File: src/rtl/core/irkat_pkg.sv
// irkat_pkg: types, codes and sizing constants of the ir key action table engine
// used by the engine, the top and the verification files; depends on nothing
`default_nettype none

package irkat_pkg;

  localparam int TABLE_DEPTH = 32;
  localparam int ADDR_W      = (TABLE_DEPTH > 1) ? $clog2(TABLE_DEPTH) : 1;
  localparam int SCAN_MAX    = (TABLE_DEPTH < 32) ? TABLE_DEPTH : 32;
  localparam int CNT_W       = $clog2(SCAN_MAX + 1);

  // input opcodes
  localparam logic [1:0] OP_CODE  = 2'd0;
  localparam logic [1:0] OP_TICK  = 2'd1;
  localparam logic [1:0] OP_WRITE = 2'd2;

  // entry modes
  localparam logic [1:0] KM_TOGGLE = 2'd0;
  localparam logic [1:0] KM_HOLD   = 2'd1;
  localparam logic [1:0] KM_STEP   = 2'd2;
  localparam logic [1:0] KM_NONE   = 2'd3;

  // result actions
  localparam logic [1:0] ACT_ON     = 2'd0;
  localparam logic [1:0] ACT_OFF    = 2'd1;
  localparam logic [1:0] ACT_TOGGLE = 2'd2;
  localparam logic [1:0] ACT_PWM    = 2'd3;

  // key events
  localparam logic [1:0] EV_PRESSED    = 2'd0;
  localparam logic [1:0] EV_AUTOREPEAT = 2'd1;
  localparam logic [1:0] EV_RELEASED   = 2'd2;

  // configuration register indexes
  localparam logic [1:0] CFG_ROWS    = 2'd0;
  localparam logic [1:0] CFG_TIMEOUT = 2'd1;
  localparam logic [1:0] CFG_REP_A   = 2'd2;
  localparam logic [1:0] CFG_REP_B   = 2'd3;

  typedef enum logic [1:0] {
    KEY_IDLE,
    KEY_DOWN,
    KEY_AUTO
  } key_state_t;

  typedef enum logic [2:0] {
    ST_READY,
    ST_DISPATCH,
    ST_SCAN,
    ST_ACT,
    ST_TGT,
    ST_EMIT
  } eng_state_t;

  typedef struct packed {
    logic [31:0] code;
    logic [7:0]  pin;
    logic [1:0]  mode;
    logic [15:0] value;
    logic [4:0]  tgt_idx;
    logic [15:0] step;
  } entry_t;

  localparam int ENTRY_W = $bits(entry_t);

  typedef struct packed {
    logic [5:0]  rows_in_use;
    logic [15:0] release_timeout;
    logic [31:0] repeat_code_a;
    logic [31:0] repeat_code_b;
  } cfg_t;

  typedef struct packed {
    logic [1:0]  action;
    logic [7:0]  pin;
    logic [15:0] level;
    logic [4:0]  key_index;
    logic [1:0]  key_event;
  } result_t;

endpackage

`default_nettype wire

File: src/rtl/core/irkat_ifs.sv
// irkat_ifs: valid/ready channel interfaces of the block (input, result, configuration)
// depends on nothing
`default_nettype none

interface irkat_in_if;
  logic              valid;
  logic              ready;
  logic [1:0]        opcode;
  logic [31:0]       ir_code;
  logic [4:0]        entry_index;
  logic [7:0]        entry_pin;
  logic [1:0]        entry_mode;
  logic signed [15:0] entry_value;
  logic [4:0]        entry_ref;
  logic signed [15:0] entry_step;

  modport source (output valid, opcode, ir_code, entry_index, entry_pin, entry_mode,
                  entry_value, entry_ref, entry_step, input ready);
  modport sink (input valid, opcode, ir_code, entry_index, entry_pin, entry_mode,
                entry_value, entry_ref, entry_step, output ready);
endinterface

interface irkat_out_if;
  logic        valid;
  logic        ready;
  logic [1:0]  action;
  logic [7:0]  pin;
  logic [15:0] level;
  logic [4:0]  key_index;
  logic [1:0]  key_event;

  modport source (output valid, action, pin, level, key_index, key_event, input ready);
  modport sink (input valid, action, pin, level, key_index, key_event, output ready);
endinterface

interface irkat_cfg_if;
  logic        valid;
  logic        ready;
  logic [1:0]  reg_index;
  logic [31:0] wdata;

  modport source (output valid, reg_index, wdata, input ready);
  modport sink (input valid, reg_index, wdata, output ready);
endinterface

`default_nettype wire

File: src/rtl/core/irkat_table_ram.sv
// irkat_table_ram: single-port synchronous ram, one access per cycle, registered read
// generic; no package dependency
`default_nettype none

module irkat_table_ram #(
  parameter int DEPTH = 32,
  parameter int WIDTH = 8,
  localparam int AW = (DEPTH > 1) ? $clog2(DEPTH) : 1
) (
  input  wire logic             clk,
  input  wire logic             en,
  input  wire logic             we,
  input  wire logic [AW-1:0]    addr,
  input  wire logic [WIDTH-1:0] wdata,
  output logic      [WIDTH-1:0] rdata
);

  logic [WIDTH-1:0] mem [DEPTH];

  // read data holds until the next read
  always_ff @(posedge clk) begin
    if (en) begin
      if (we) begin
        mem[addr] <= wdata;
      end else begin
        rdata <= mem[addr];
      end
    end
  end

endmodule

`default_nettype wire

File: src/rtl/core/irkat_engine.sv
// irkat_engine: press state machine, table search and action sequencer
// uses irkat_pkg, irkat_ifs and irkat_table_ram
`default_nettype none

module irkat_engine
  import irkat_pkg::*;
(
  input  wire logic    clk,
  input  wire logic    rst_n,
  input  wire cfg_t    cfg,
  irkat_in_if.sink     in_ch,
  output logic         res_vld,
  input  wire logic    res_rdy,
  output result_t      res
);

  eng_state_t state_r, state_nxt;
  key_state_t key_r, key_nxt;
  logic [4:0]       held_r, held_nxt;
  logic [15:0]      elapsed_r, elapsed_nxt;
  logic [1:0]       op_r, op_nxt;
  logic [31:0]      code_r, code_nxt;
  logic [4:0]       wr_idx_r, wr_idx_nxt;
  entry_t           wr_ent_r, wr_ent_nxt;
  logic [CNT_W-1:0] scan_r, scan_nxt;
  logic             pend_r, pend_nxt;
  logic [1:0]       ev_r, ev_nxt;
  logic [15:0]      step_r, step_nxt;
  logic [4:0]       tgt_r, tgt_nxt;
  result_t          res_r, res_nxt;

  logic              ram_en, ram_we;
  logic [ADDR_W-1:0] ram_addr;
  entry_t            ram_wdata, rd;

  logic [CNT_W-1:0] limit;
  logic             hit, is_rep, timed_out, act_emit;
  logic [15:0]      elapsed_inc, new_val;
  logic [4:0]       tgt_sel;

  irkat_table_ram #(.DEPTH(TABLE_DEPTH), .WIDTH(ENTRY_W)) u_ram (
    .clk   (clk),
    .en    (ram_en),
    .we    (ram_we),
    .addr  (ram_addr),
    .wdata (ram_wdata),
    .rdata (rd)
  );

  // search bound saturates at the table size
  assign limit = ({3'b000, cfg.rows_in_use} > 9'(SCAN_MAX)) ? CNT_W'(SCAN_MAX)
                                                           : CNT_W'(cfg.rows_in_use);
  assign hit = pend_r && (rd.code == code_r);
  assign is_rep = (code_r == cfg.repeat_code_a) || (code_r == cfg.repeat_code_b);
  assign elapsed_inc = (elapsed_r == 16'hFFFF) ? elapsed_r : elapsed_r + 16'd1;
  assign timed_out = elapsed_inc > cfg.release_timeout;
  assign tgt_sel = (rd.tgt_idx == 5'd0 || {4'b0000, rd.tgt_idx} >= 9'(TABLE_DEPTH))
                   ? held_r : rd.tgt_idx;
  assign new_val = rd.value + step_r;
  assign act_emit = ((rd.mode == KM_TOGGLE) && (ev_r == EV_PRESSED)) ||
                    ((rd.mode == KM_HOLD) && (ev_r != EV_AUTOREPEAT));

  assign in_ch.ready = (state_r == ST_READY);
  assign res_vld = (state_r == ST_EMIT);
  assign res = res_r;

  always_comb begin
    state_nxt = state_r;
    unique case (state_r)
      ST_READY: begin
        if (in_ch.valid) state_nxt = ST_DISPATCH;
      end
      ST_DISPATCH: begin
        state_nxt = ST_READY;
        if (op_r == OP_CODE) begin
          if (key_r == KEY_IDLE) state_nxt = ST_SCAN;
          else if (key_r == KEY_AUTO || is_rep) state_nxt = ST_ACT;
        end else if (op_r == OP_TICK) begin
          if (key_r != KEY_IDLE && timed_out) state_nxt = ST_ACT;
        end
      end
      ST_SCAN: begin
        if (hit) state_nxt = ST_ACT;
        else if (scan_r < limit) state_nxt = ST_SCAN;
        else state_nxt = ST_READY;
      end
      ST_ACT: begin
        if (rd.mode == KM_STEP) state_nxt = ST_TGT;
        else if (act_emit) state_nxt = ST_EMIT;
        else state_nxt = ST_READY;
      end
      ST_TGT: begin
        state_nxt = ST_EMIT;
      end
      ST_EMIT: begin
        if (res_rdy) state_nxt = ST_READY;
      end
      default: state_nxt = ST_READY;
    endcase
  end

  always_comb begin
    key_nxt     = key_r;
    held_nxt    = held_r;
    elapsed_nxt = elapsed_r;
    op_nxt      = op_r;
    code_nxt    = code_r;
    wr_idx_nxt  = wr_idx_r;
    wr_ent_nxt  = wr_ent_r;
    scan_nxt    = scan_r;
    pend_nxt    = pend_r;
    ev_nxt      = ev_r;
    step_nxt    = step_r;
    tgt_nxt     = tgt_r;
    res_nxt     = res_r;
    ram_en      = 1'b0;
    ram_we      = 1'b0;
    ram_addr    = ADDR_W'(held_r);
    ram_wdata   = rd;
    unique case (state_r)
      ST_READY: begin
        if (in_ch.valid) begin
          op_nxt             = in_ch.opcode;
          code_nxt           = in_ch.ir_code;
          wr_idx_nxt         = in_ch.entry_index;
          wr_ent_nxt.code    = in_ch.ir_code;
          wr_ent_nxt.pin     = in_ch.entry_pin;
          wr_ent_nxt.mode    = in_ch.entry_mode;
          wr_ent_nxt.value   = in_ch.entry_value;
          wr_ent_nxt.tgt_idx = in_ch.entry_ref;
          wr_ent_nxt.step    = in_ch.entry_step;
        end
      end
      ST_DISPATCH: begin
        case (op_r)
          OP_CODE: begin
            elapsed_nxt = 16'd0;
            scan_nxt    = '0;
            pend_nxt    = 1'b0;
            ev_nxt      = EV_AUTOREPEAT;
            if (key_r == KEY_AUTO) begin
              ram_en = 1'b1;
            end else if (key_r == KEY_DOWN && is_rep) begin
              key_nxt = KEY_AUTO;
              ram_en  = 1'b1;
            end
          end
          OP_TICK: begin
            if (key_r != KEY_IDLE) begin
              elapsed_nxt = elapsed_inc;
              if (timed_out) begin
                key_nxt = KEY_IDLE;
                ev_nxt  = EV_RELEASED;
                ram_en  = 1'b1;
              end
            end
          end
          OP_WRITE: begin
            if ({4'b0000, wr_idx_r} < 9'(TABLE_DEPTH)) begin
              ram_en    = 1'b1;
              ram_we    = 1'b1;
              ram_addr  = ADDR_W'(wr_idx_r);
              ram_wdata = wr_ent_r;
            end
          end
          default: ;
        endcase
      end
      ST_SCAN: begin
        // compare the entry read last cycle while fetching the next one
        if (hit) begin
          key_nxt  = KEY_DOWN;
          held_nxt = 5'(scan_r - 1'b1);
          ev_nxt   = EV_PRESSED;
          pend_nxt = 1'b0;
        end else if (scan_r < limit) begin
          ram_en   = 1'b1;
          ram_addr = ADDR_W'(scan_r);
          scan_nxt = scan_r + 1'b1;
          pend_nxt = 1'b1;
        end else begin
          pend_nxt = 1'b0;
        end
      end
      ST_ACT: begin
        res_nxt.pin       = rd.pin;
        res_nxt.key_index = held_r;
        res_nxt.key_event = ev_r;
        if (rd.mode == KM_TOGGLE) begin
          res_nxt.action = ACT_TOGGLE;
          res_nxt.level  = rd.value;
        end else begin
          res_nxt.action = (ev_r == EV_PRESSED) ? ACT_ON : ACT_OFF;
          res_nxt.level  = 16'd0;
        end
        if (rd.mode == KM_STEP) begin
          step_nxt = rd.step;
          tgt_nxt  = tgt_sel;
          ram_en   = 1'b1;
          ram_addr = ADDR_W'(tgt_sel);
        end
      end
      ST_TGT: begin
        // step the target value and write the entry back
        ram_en          = 1'b1;
        ram_we          = 1'b1;
        ram_addr        = ADDR_W'(tgt_r);
        ram_wdata       = rd;
        ram_wdata.value = new_val;
        res_nxt.action    = ACT_PWM;
        res_nxt.pin       = rd.pin;
        res_nxt.level     = new_val;
        res_nxt.key_index = held_r;
        res_nxt.key_event = ev_r;
      end
      ST_EMIT: ;
      default: ;
    endcase
  end

  always_ff @(posedge clk) begin
    if (!rst_n) begin
      state_r   <= ST_READY;
      key_r     <= KEY_IDLE;
      held_r    <= 5'd0;
      elapsed_r <= 16'd0;
      pend_r    <= 1'b0;
    end else begin
      state_r   <= state_nxt;
      key_r     <= key_nxt;
      held_r    <= held_nxt;
      elapsed_r <= elapsed_nxt;
      pend_r    <= pend_nxt;
    end
  end

  always_ff @(posedge clk) begin
    op_r     <= op_nxt;
    code_r   <= code_nxt;
    wr_idx_r <= wr_idx_nxt;
    wr_ent_r <= wr_ent_nxt;
    scan_r   <= scan_nxt;
    ev_r     <= ev_nxt;
    step_r   <= step_nxt;
    tgt_r    <= tgt_nxt;
    res_r    <= res_nxt;
  end

endmodule

`default_nettype wire

File: src/rtl/core/ir_key_action_table_engine_top.sv
// ir key action table engine: IR codes, ms ticks and key-table writes in, pin actions out.
//
// channels: in_ch carries requests (opcode 0 code, 1 tick, 2 table write),
// out_ch carries at most one action per request, cfg_ch writes the four
// configuration registers (0 rows searched, 1 release timeout, 2 and 3 repeat
// codes); cfg_ch is always ready; it is to be written only while the block is
// idle, which the block itself does not enforce. a tick, a write or a held code
// that starts nothing passes through dispatch only; reading the held entry adds
// the action state, a toggle or hold action adds the emit state, and a repeat key
// adds the target state (it reads and writes back the target entry). a code while
// idle scans the table one entry per cycle through the single-port table ram,
// back to ready when no searched row matches; a match leads on to the states above.
// the next request is accepted once the result sits in the output register,
// so the ram port and the scan set the rate.
// reset (synchronous, active low) idles the press machine, clears the timer
// and loads register defaults; the table holds garbage until written.
// when out_ch stalls, one result is held in the output register and one more
// waits in the engine; requests then stop being accepted.
`default_nettype none

module ir_key_action_table_engine_top
  import irkat_pkg::*;
(
  input  wire logic   clk,
  input  wire logic   rst_n,
  irkat_in_if.sink    in_ch,
  irkat_out_if.source out_ch,
  irkat_cfg_if.sink   cfg_ch
);

  cfg_t    cfg_r, cfg_nxt;
  logic    out_vld_r, out_vld_nxt;
  result_t out_r, out_nxt;
  logic    res_vld, res_rdy;
  result_t res;

  irkat_engine u_engine (
    .clk     (clk),
    .rst_n   (rst_n),
    .cfg     (cfg_r),
    .in_ch   (in_ch),
    .res_vld (res_vld),
    .res_rdy (res_rdy),
    .res     (res)
  );

  assign cfg_ch.ready = 1'b1;

  always_comb begin
    cfg_nxt = cfg_r;
    if (cfg_ch.valid) begin
      unique case (cfg_ch.reg_index)
        CFG_ROWS:    cfg_nxt.rows_in_use     = cfg_ch.wdata[5:0];
        CFG_TIMEOUT: cfg_nxt.release_timeout = cfg_ch.wdata[15:0];
        CFG_REP_A:   cfg_nxt.repeat_code_a   = cfg_ch.wdata;
        CFG_REP_B:   cfg_nxt.repeat_code_b   = cfg_ch.wdata;
        default: ;
      endcase
    end
  end

  // output register, refilled in the cycle it drains
  assign res_rdy = !out_vld_r || out_ch.ready;

  always_comb begin
    out_vld_nxt = out_vld_r;
    out_nxt     = out_r;
    if (out_ch.ready) out_vld_nxt = 1'b0;
    if (res_vld && res_rdy) begin
      out_vld_nxt = 1'b1;
      out_nxt     = res;
    end
  end

  assign out_ch.valid     = out_vld_r;
  assign out_ch.action    = out_r.action;
  assign out_ch.pin       = out_r.pin;
  assign out_ch.level     = out_r.level;
  assign out_ch.key_index = out_r.key_index;
  assign out_ch.key_event = out_r.key_event;

  always_ff @(posedge clk) begin
    if (!rst_n) begin
      cfg_r.rows_in_use     <= 6'd0;
      cfg_r.release_timeout <= 16'd150;
      cfg_r.repeat_code_a   <= 32'hFFFF_FFFF;
      cfg_r.repeat_code_b   <= 32'd0;
      out_vld_r             <= 1'b0;
    end else begin
      cfg_r     <= cfg_nxt;
      out_vld_r <= out_vld_nxt;
    end
  end

  always_ff @(posedge clk) begin
    out_r <= out_nxt;
  end

endmodule

`default_nettype wire

File: src/flat_wrapper.sv
// flat-port wrapper written by rule: the top's interface ports become plain ports
module ir_key_action_table_engine_top_flat import irkat_pkg::*;
  (clk, rst_n, in_ch_valid, in_ch_opcode, in_ch_ir_code, in_ch_entry_index, in_ch_entry_pin, in_ch_entry_mode, in_ch_entry_value, in_ch_entry_ref, in_ch_entry_step, in_ch_ready, out_ch_valid, out_ch_action, out_ch_pin, out_ch_level, out_ch_key_index, out_ch_key_event, out_ch_ready, cfg_ch_valid, cfg_ch_reg_index, cfg_ch_wdata, cfg_ch_ready);
  irkat_in_if in_ch_i ();
  irkat_out_if out_ch_i ();
  irkat_cfg_if cfg_ch_i ();
  input  wire logic clk;
  input  wire logic rst_n;
  input wire logic [$bits(in_ch_i.valid)-1:0] in_ch_valid;
  input wire logic [$bits(in_ch_i.opcode)-1:0] in_ch_opcode;
  input wire logic [$bits(in_ch_i.ir_code)-1:0] in_ch_ir_code;
  input wire logic [$bits(in_ch_i.entry_index)-1:0] in_ch_entry_index;
  input wire logic [$bits(in_ch_i.entry_pin)-1:0] in_ch_entry_pin;
  input wire logic [$bits(in_ch_i.entry_mode)-1:0] in_ch_entry_mode;
  input wire logic [$bits(in_ch_i.entry_value)-1:0] in_ch_entry_value;
  input wire logic [$bits(in_ch_i.entry_ref)-1:0] in_ch_entry_ref;
  input wire logic [$bits(in_ch_i.entry_step)-1:0] in_ch_entry_step;
  output wire logic [$bits(in_ch_i.ready)-1:0] in_ch_ready;
  output wire logic [$bits(out_ch_i.valid)-1:0] out_ch_valid;
  output wire logic [$bits(out_ch_i.action)-1:0] out_ch_action;
  output wire logic [$bits(out_ch_i.pin)-1:0] out_ch_pin;
  output wire logic [$bits(out_ch_i.level)-1:0] out_ch_level;
  output wire logic [$bits(out_ch_i.key_index)-1:0] out_ch_key_index;
  output wire logic [$bits(out_ch_i.key_event)-1:0] out_ch_key_event;
  input wire logic [$bits(out_ch_i.ready)-1:0] out_ch_ready;
  input wire logic [$bits(cfg_ch_i.valid)-1:0] cfg_ch_valid;
  input wire logic [$bits(cfg_ch_i.reg_index)-1:0] cfg_ch_reg_index;
  input wire logic [$bits(cfg_ch_i.wdata)-1:0] cfg_ch_wdata;
  output wire logic [$bits(cfg_ch_i.ready)-1:0] cfg_ch_ready;
  assign in_ch_i.valid = in_ch_valid;
  assign in_ch_i.opcode = in_ch_opcode;
  assign in_ch_i.ir_code = in_ch_ir_code;
  assign in_ch_i.entry_index = in_ch_entry_index;
  assign in_ch_i.entry_pin = in_ch_entry_pin;
  assign in_ch_i.entry_mode = in_ch_entry_mode;
  assign in_ch_i.entry_value = in_ch_entry_value;
  assign in_ch_i.entry_ref = in_ch_entry_ref;
  assign in_ch_i.entry_step = in_ch_entry_step;
  assign in_ch_ready = in_ch_i.ready;
  assign out_ch_valid = out_ch_i.valid;
  assign out_ch_action = out_ch_i.action;
  assign out_ch_pin = out_ch_i.pin;
  assign out_ch_level = out_ch_i.level;
  assign out_ch_key_index = out_ch_i.key_index;
  assign out_ch_key_event = out_ch_i.key_event;
  assign out_ch_i.ready = out_ch_ready;
  assign cfg_ch_i.valid = cfg_ch_valid;
  assign cfg_ch_i.reg_index = cfg_ch_reg_index;
  assign cfg_ch_i.wdata = cfg_ch_wdata;
  assign cfg_ch_ready = cfg_ch_i.ready;
  ir_key_action_table_engine_top u_core (.clk(clk), .rst_n(rst_n), .in_ch(in_ch_i), .out_ch(out_ch_i), .cfg_ch(cfg_ch_i));
endmodule
File: config.mk
export PLATFORM = sky130hd
export DESIGN_NAME = ir_key_action_table_engine_top_flat
export DESIGN_NICKNAME = d
export VERILOG_FILES = /design/src/rtl/core/irkat_pkg.sv /design/src/rtl/core/irkat_ifs.sv /design/src/rtl/core/irkat_table_ram.sv /design/src/rtl/core/irkat_engine.sv /design/src/rtl/core/ir_key_action_table_engine_top.sv /design/src/flat_wrapper.sv
export SDC_FILE = /design/constraint.sdc
export NUM_CORES = 2
export LEC_CHECK = 0
export ABC_AREA = 1
export BUFFER_PORTS_ARGS = -buffer_cell sky130_fd_sc_hd__buf_4
export CAP_MARGIN = 30
export CORE_ASPECT_RATIO = 1.75
export CORE_MARGIN = 1
export CORE_UTILIZATION = 35
export CTS_CLUSTER_SIZE = 10
export DETAILED_ROUTE_END_ITERATION = 10
export HOLD_SLACK_MARGIN = 0.12
export PLACE_DENSITY = 0.46
export SLEW_MARGIN = 20
export SYNTH_ARGS = -nofsm -noshare
export SYNTH_HDL_FRONTEND = slang
export SYNTH_SLANG_ARGS = --single-unit
File: constraint.sdc
create_clock -name clk -period 8.5 [get_ports clk]
set_input_delay 0.425 -clock clk [delete_from_list [all_inputs] [get_ports clk]]
set_output_delay 0.425 -clock clk [all_outputs]
set_load 0.02 [all_outputs]
==> impl_metrics.ini <==
[timing]
rsz0062_at_grt = false
post-route-period-util = 0.711
clock_skew_ps = 51.8
maxSlewHeadroom = 0.229
slew_viol_final = 0
timing.setup.tns_ps = 0
worst_slew_pin_slew_ps = 1160
whs_ps = 188
finalSetupViolations = 0
fmax_mhz = 166
hold_viol_final = 0
fin_crit_ps = 6040

[setup_path]
cp-endpoint = u_core.u_engine.u_ram.rdata[60]$_DFFE_PP_
critPathLaunchType = register
path_class = register to register
worst_r2r_path_depth = 19
endpoint_kind = register
regToRegStartpoint = u_core.u_engine.wr_ent_r[52]$_DFFE_PP_
critPathLaunch = u_core.u_engine.wr_ent_r[52]$_DFFE_PP_
regToRegSetupSlack_ps = 2460
worstPathRequired_ps = 9200
critical_path_arrival_ps = 6740
r2r_end = u_core.u_engine.u_ram.rdata[60]$_DFFE_PP_
critPathMaxFanout = 85

[cts]
cts_tree = yes
ctsResizeCount = 0
clk_latency_ps = 920
numCtsBuffers = 335
cts_root_buf = clkbuf_16
clock_sinks = 2902
clk_pin_slew_ps = 60
htreeDepth = 5
clock_path_buffers = 4

[logic_synthesis]
synth_cell_types = 46
synth_area_per_cell_um2 = 10.5
yosysTopAreaCellShare = 0.683
synth_edf_count = 2788
synth_ff_type = edfxtp_1
synthTopCellsByArea = edfxtp_1, nand2_1, nand3_1
async_flop_share = 0
syn_inst = 11700
synth_largest_area_cell = edfxtp_1
seq_area_frac_synth = 0.701
yosysWarnings = 0
syn-num-nets = 11900
ys_ff_latch = 2902
netlist_area_um2 = 123000

[die]
num_io_pins = 161
die_area_um2 = 353000
die_w_um = 449
die_y_um = 785
rows = 287
coreArea_um2 = 349000
start_util = 0.352

[placed_design]
dp_cells = 16100
finalWeightedCongestion = 0.801
dp_hpwl_um = 211000
port_buffers = 159

[finish]
final_common_cell = nand2_1
syn_to_final_growth_pct = 14.7
fin_cells = 16700
nets = 12100
layout-drive-gt1-share = 0.0765
fin_util = 0.403
final_cell_mix = nand2_1, edfxtp_1, nand3_1

[detailed_routing]
drc = 0
via_per_inst = 5.12
top_layer_used = met4
wl_per_cell_um = 25.5
met2_length_um = 217000
wl_um = 425000
met1Wirelength_um = 175000
ant_nets = 0
drt_pre_antenna_iters = 8
vias = 85200
wl_met3_um = 19800
drt-initial-drc-count = 7621

[power]
leakage_nw = 55.4
powerDensity_nw_per_um2 = 216
p_total_mw = 30.4
ir_worst_vdd_mv = 0.164

[run]
drv_cap = 0

[grt]
grt_pass1_vias = 84600
grt_first_pass_wirelength_um = 608000
antenna_found_initial = 9
gr-total-overflow = 0
grt_max_degree = 179
track_usage = 0.236

[status]
outcome = finished, final reports clean

[min_path]
hold_path.class = input port to register
==> through the flow <==
| step | area, µm² | setup slack (ps) |
|---|---|---|
| after floorplan | 123000 | 1590 |
| after global placement | 130000 | 2470 |
| after detailed placement | 130000 | 2430 |
| after CTS | 140000 | 2400 |
| after global routing | 141000 | 2110 |
| final | 141000 | 2460 |
==> report_power, final <==
| part | switching [mW] | internal (mW) | total, mW |
|---|---|---|---|
| logic | 1.21 | 0.436 | 1.64 |
| clock network | 5.57 | 7.26 | 12.8 |
| registers | 0.0787 | 15.9 | 16.0 |
| total | 6.86 | 23.6 | 30.4 |
==> cells in the mapped netlist, types with 10 or more instances <==
cell type	n
buf_2	379
edfxtp_1	2788
inv_2	29
nor3_1	26
nand2_1	6153
nor2_2	10
dfxtp_1	114
buf_4	41
nand4_1	32
o21ai_0	130
xnor2_1	26
clkbuf_1	177
buf_1	41
inv_1	196
mux2_2	25
a21oi_1	118
o221ai_1	19
nand3_1	1016
nor2_1	284
xor2_1	29
ha_1	39
==> worst min path at each step <==
stage	from	to	slack (ps)	cells past startpoint
6_report	cfg_ch_reg_index[0]	u_core.cfg_r[37]$_SDFFE_PN1P_	190	5
5_1_grt	cfg_ch_reg_index[0]	u_core.cfg_r[33]$_SDFFE_PN1P_	190	5
4_1_cts	cfg_ch_reg_index[0]	u_core.cfg_r[46]$_SDFFE_PN1P_	130	5
3_5_place_dp	u_core.u_engine.res[0]$_DFFE_PP_	u_core.out_ch.key_event[0]$_DFFE_PP_	400	0
3_3_place_gp	u_core.u_engine.res[8]$_DFFE_PP_	u_core.out_ch.level[1]$_DFFE_PP_	400	0
2_1_floorplan	u_core.u_engine.res[31]$_SDFFCE_PN1P_	u_core.out_ch.action[0]$_DFFE_PP_	400	0
==> state kept, by name, indices dropped and copies added (netlist names), 2 cells and up <==
signal / count
u_core.u_engine.u_ram.mem: 2528
u_core.u_engine.wr_ent_r: 79
u_core.u_engine.scan_r: 6
u_core.u_engine.wr_idx_r: 5
u_core.out_ch.key_event: 2
u_core.out_ch.pin: 8
u_core.u_engine.held_r: 5
u_core.u_engine.res: 33
u_core.out_ch.action: 2
u_core.out_ch.level: 16
u_core.cfg_r: 86
u_core.u_engine.state_r: 3
u_core.u_engine.ev_r: 2
u_core.u_engine.tgt_r: 5
u_core.u_engine.step_r: 16
u_core.u_engine.u_ram.rdata: 79
u_core.u_engine.elapsed_r: 16
u_core.u_engine.key_r: 2
u_core.u_engine.op_r: 2
u_core.out_ch.key_index: 5
==> critical path, stage by stage (launching register included) <==
cell,delay [ps]
edfxtp_1,450
nand2_1,150
nand2_1,80
nor3_1,270
nand2_1,90
nor2_1,520
nand3_2,360
nand3_2,270
nand2_8,370
nand3_4,620
buf_4,740
buf_4,830
nand2_1,120
nand2_1,100
nand2_1,50
nand2_1,90
nand2_1,50
nand2_1,110
nor2_1,70
nand2_1,260
==> what timing repair did <==
item | in CTS | in global routing
hold endpoints to repair | 178 | 0
setup endpoints to repair | 0 | 0
hold buffers | 150 | 0
buffers inserted | 0 | 0
==> cell families (layout without fill, tap and decap cells) <==
group | count (synthesis) | after routing | synth area share
AND/OR/NAND/NOR | 7548 | 7548 | 0.244
multiplexers | 25 | 25 | 0.00230
XOR/XNOR | 55 | 55 | 0.00393
buffers and inverters | 866 | 1163 | 0.0317
AO/OA/AOI/OAI | 293 | 293 | 0.0131
adder cells (fa/ha/maj) | 40 | 40 | 0.00414
flip-flops | 2902 | 2902 | 0.701
other | 1 | 5 | 0.0000306
==> cell type report <==
class                   instances  area, µm²
inverters                     227        867
diodes                          4       10.0
repair buffers                538       5550
multi-input cells            7962      33400
flip-flops and latches       2902      86000
clock buffers                 382       8790
well taps                    4624       5790
clock inverters                16        184
fillers                     33400     208000
==> per-layer routing <==
layer,vias up,track usage
met1,42800,0.295
met5,-,0
met3,637,0.0255
met4,0,0.0721
li1,39300,-
met2,2426,0.426
Power figures use the tool's default switching activity.
